$ cat src/rtl/life_grid_generation_engine_macros.svh
// Assertion macros for the Life grid engine
`ifndef LIFE_GRID_GENERATION_ENGINE_MACROS_SVH
`define LIFE_GRID_GENERATION_ENGINE_MACROS_SVH

// same-cycle implication
`define LGGE_ASSERT_IMP(label, clk, rst_n, ante, cons, msg) \
	label: assert property (@(posedge clk) disable iff (!(rst_n)) (ante) |-> (cons)) \
		else $error(msg);

// next-cycle implication
`define LGGE_ASSERT_NXT(label, clk, rst_n, ante, cons, msg) \
	label: assert property (@(posedge clk) disable iff (!(rst_n)) (ante) |=> (cons)) \
		else $error(msg);

`endif

$ cat src/rtl/lgge_pkg.sv
// Shared types and constants for the Life grid engine
package lgge_pkg;

	localparam int MAX_ROWS_DEF = 64;
	localparam int MAX_COLS_DEF = 64;

	localparam int SIZE_W = 7;
	localparam logic [SIZE_W-1:0] GRID_SIZE_RESET = 7'd64;

	localparam int CFG_IDX_W = 2;
	localparam logic [CFG_IDX_W-1:0] CFG_GRID_ROWS = 2'd0;
	localparam logic [CFG_IDX_W-1:0] CFG_GRID_COLS = 2'd1;

	localparam logic [1:0] ACT_WRITE   = 2'd0;
	localparam logic [1:0] ACT_ADVANCE = 2'd1;
	localparam logic [1:0] ACT_READ    = 2'd2;

	typedef enum logic [2:0] {
		ST_INIT,
		ST_IDLE,
		ST_RMW,
		ST_READ,
		ST_ADV_LOAD,
		ST_ADV_ROW,
		ST_RESP
	} state_t;

endpackage

$ cat src/rtl/lgge_row_next.sv
// Next-generation computation for one row under the B3/S23 rule
module lgge_row_next #(
	parameter int COLS = lgge_pkg::MAX_COLS_DEF
) (
	input  logic [COLS-1:0] prior,
	input  logic [COLS-1:0] cur,
	input  logic [COLS-1:0] below,
	input  logic [COLS-1:0] mask,
	output logic [COLS-1:0] next_row
);

	logic [COLS+1:0] p_pad;
	logic [COLS+1:0] c_pad;
	logic [COLS+1:0] b_pad;
	logic [COLS-1:0] live;

	// zero pad either side so edge columns see dead neighbours
	assign p_pad = {1'b0, prior, 1'b0};
	assign c_pad = {1'b0, cur & mask, 1'b0};
	assign b_pad = {1'b0, below, 1'b0};

	always_comb begin
		logic [3:0] n;
		for (int c = 0; c < COLS; c++) begin
			n = 4'(p_pad[c]) + 4'(p_pad[c+1]) + 4'(p_pad[c+2])
				+ 4'(b_pad[c]) + 4'(b_pad[c+1]) + 4'(b_pad[c+2])
				+ 4'(c_pad[c]) + 4'(c_pad[c+2]);
			live[c] = mask[c] & ((n == 4'd3) | (c_pad[c+1] & (n == 4'd2)));
		end
	end

	// cells outside the columns in use keep their stored bits
	assign next_row = (cur & ~mask) | live;

endmodule
$ cat config.mk
export PLATFORM = sky130hd
export DESIGN_NAME = lgge_row_next
export DESIGN_NICKNAME = d
export VERILOG_FILES = /design/src/rtl/life_grid_generation_engine_macros.svh /design/src/rtl/lgge_pkg.sv /design/src/rtl/lgge_row_next.sv
export SDC_FILE = /design/constraint.sdc
export NUM_CORES = 1
export LEC_CHECK = 0
export BUFFER_PORTS_ARGS = -buffer_cell sky130_fd_sc_hd__buf_4
export CORE_MARGIN = 3
export CORE_UTILIZATION = 55
export DETAILED_ROUTE_END_ITERATION = 8
export GPL_TIMING_DRIVEN = 0
export PLACE_DENSITY = 0.84
export SETUP_SLACK_MARGIN = 0.2
export SYNTH_ARGS = -nofsm -noshare
export SYNTH_HDL_FRONTEND = slang
export SYNTH_SLANG_ARGS = --single-unit
$ cat constraint.sdc
create_clock -name vclk -period 3.5
set_clock_uncertainty 0.2 [all_clocks]
set_input_delay 0 -clock vclk [all_inputs]
set_output_delay 0 -clock vclk [all_outputs]
set_load 0.05 [all_outputs]
==> results.tsv <==
metric	value	unit
routed_wl	33.6	mm
synthCells	1244	
area.sequential	0	µm²
status	finished clean	
ir_worst_vdd	0.264	mV
wl_met2	17.7	mm
finalCritPeriodShare	0.967	
ys_seq_area_frac	0	
syn_area	11300	µm²
worstSetupStartpoint	below[48]	
hold_viol	0	
postRouteAntennaNets	0	
rows	51	
setup_viol	0	
timing.critical_path.to_type	output pin	
synth_top_area_cell	fa_1	
cp-start-kind	input port	
crit_path_max_fanout	2	
via_per_inst	5.40	
grtUsageTotal	0.279	
crit_path_top_delay_cell	fa_1	
cap_viol_max_count	0	
slew_headroom	0.765	
slowest_delay	0.53	ns
nFillCells	1157	
crit_required	3.30	ns
overflow	0	
place.detailed.hpwl	27.0	mm
synth.distinct_cells	13	
synth_area_per_cell	9.09	µm²
yosysTopAreaCellShare	0.446	
routabilityCongestion	0.900	
path_cells	buf_8, clkinvlp_4, fa_1, fa_1, fa_1, inv_2, ha_4, fa_1, or3b_4, a31oi_4, buf_6	
leakage	8.04	nW
slew_violations	0	
synth_common_cells	inv_1 (381), fa_1 (252), ha_1 (188)	
worst_hold_startpoint	mask[25]	
drc	0	
synth_warnings	0	
antenna_found_initial	0	
routedWlPerCell	17.7	µm
synth_area_leaders	fa_1 (45%), ha_1 (21%), inv_1 (13%)	
die_h	149	µm
grt_pass1_wl	51.1	mm
rsz0062_at_grt	yes	
drt-initial-drc-count	278	
fmaxAchievable	295	MHz
hold_path_class	in -> out	
dieArea	22300	µm²
finalSetupTns	0	ns
utilization	0.804	
route.met3.wl	2.86	mm
coreArea	19800	µm²
grt_pass1_vias	11125	
cp.arrival	3.19	ns
final_net_count	2327	
seq_cells	0	
diodes	0	
critical_path.most_common_cell	fa_1	
pin_count	320	
top_layer	met4	
nClkBuffers	0	
dr.pass1.iters	4	
yosysMostFrequentCell	inv_1	
drt-met1-wl	11.3	mm
fp.dieW	149	µm
path_class	in -> out	
tightest_slew	0.352	ns
numPortBuffers	320	
cts-hold-fix-buffers	0	
dr_total_vias	10237	
initial_core_util	0.570	
fin_crit	3.39	ns
syn_nets	1940	
multiInputGateArea	10800	µm²
drive_gt1_frac	0.389	
grt_start_max_net_pins	4	
areaGrowthSynthToFinish	41.2	%
power_density	353	nW/µm²
## worst paths after layout
path                  slack (ns)  depth (start not counted)            to
worst min-delay path        0.12                          3  next_row[25]
worst max-delay path        0.12                         11  next_row[49]
## where the power goes
group	switching [W]	leakage, nW	internal, W
Combinational	0.00313	8.04	0.00251
Sequential	0	0	0
Clock	0	0	0
Total	0.00313	8.04	0.00251
## critical path: cells and delay by family
| family | cells | cell delay (ns) |
|---|---|---|
| AO/OA/AOI/OAI | 1 | 0.16 |
| adder cells (fa/ha/maj) | 5 | 2.21 |
| buffers and inverters | 4 | 0.39 |
| AND/OR/NAND/NOR | 1 | 0.41 |
## layout make-up
class	instances	area share
well taps	265	0.0208
multi-input cells	863	0.674
repair buffers	385	0.202
inverters	381	0.104
## what timing repair did
| action | in CTS | in global routing |
|---|---|---|
| cloned | 0 | 0 |
| setup endpoints to repair | 60 | 61 |
| pin swaps | 103 | 143 |
| endpoints found under the hold margin | 0 | 0 |
| gates resized for setup | 201 | 121 |
| buffers inserted | 31 | 34 |
## logic make-up (layout without fill, tap and decap cells)
family                     after synthesis  in the layout  synth area share
adders and majority gates              440            440             0.654
buffers and inverters                  381            766             0.127
and+or+nand+nor                        234            234             0.115
AOI/OAI and AO/OA                      189            189             0.104
## cells in the final DEF, fill, tap and decap left out
cell,count
a21o_1,61
nand2b_1,2
nor4b_1,1
nor2_1,42
a31oi_4,25
fa_1,252
a31oi_2,37
and2_1,2
buf_6,61
inv_2,58
buf_8,13
buf_4,311
inv_4,23
inv_1,258
nand2_1,106
a21oi_1,66
clkinvlp_4,37
ha_4,12
nand4b_1,61
or3b_4,20
ha_1,145
ha_2,31
inv_6,5
## metal layers
metal	up-vias	GRT usage
met2	408	0.524
met5	-	0
met3	133	0.0647
met4	0	0.0883
li1	4734	-
met1	4962	0.311
## stage by stage
stage | area (µm²) | total power (W) | hold WS [ns] | std cells | setup WS (ns)
after floorplan | 11900 | 0.00355 | -0.0407 | 1244 | 0.121
after global placement | 14600 | 0.00461 | 0.116 | 1829 | 0.0114
after detailed placement | 14600 | 0.00485 | 0.119 | 1829 | -0.0400
after CTS | 15400 | 0.00527 | 0.120 | 1860 | 0.0795
after global routing | 16000 | 0.00624 | 0.133 | 1894 | 0.0291
final | 16000 | 0.00564 | 0.121 | 1894 | 0.115
No activity file was read; power rests on OpenSTA's default activity.
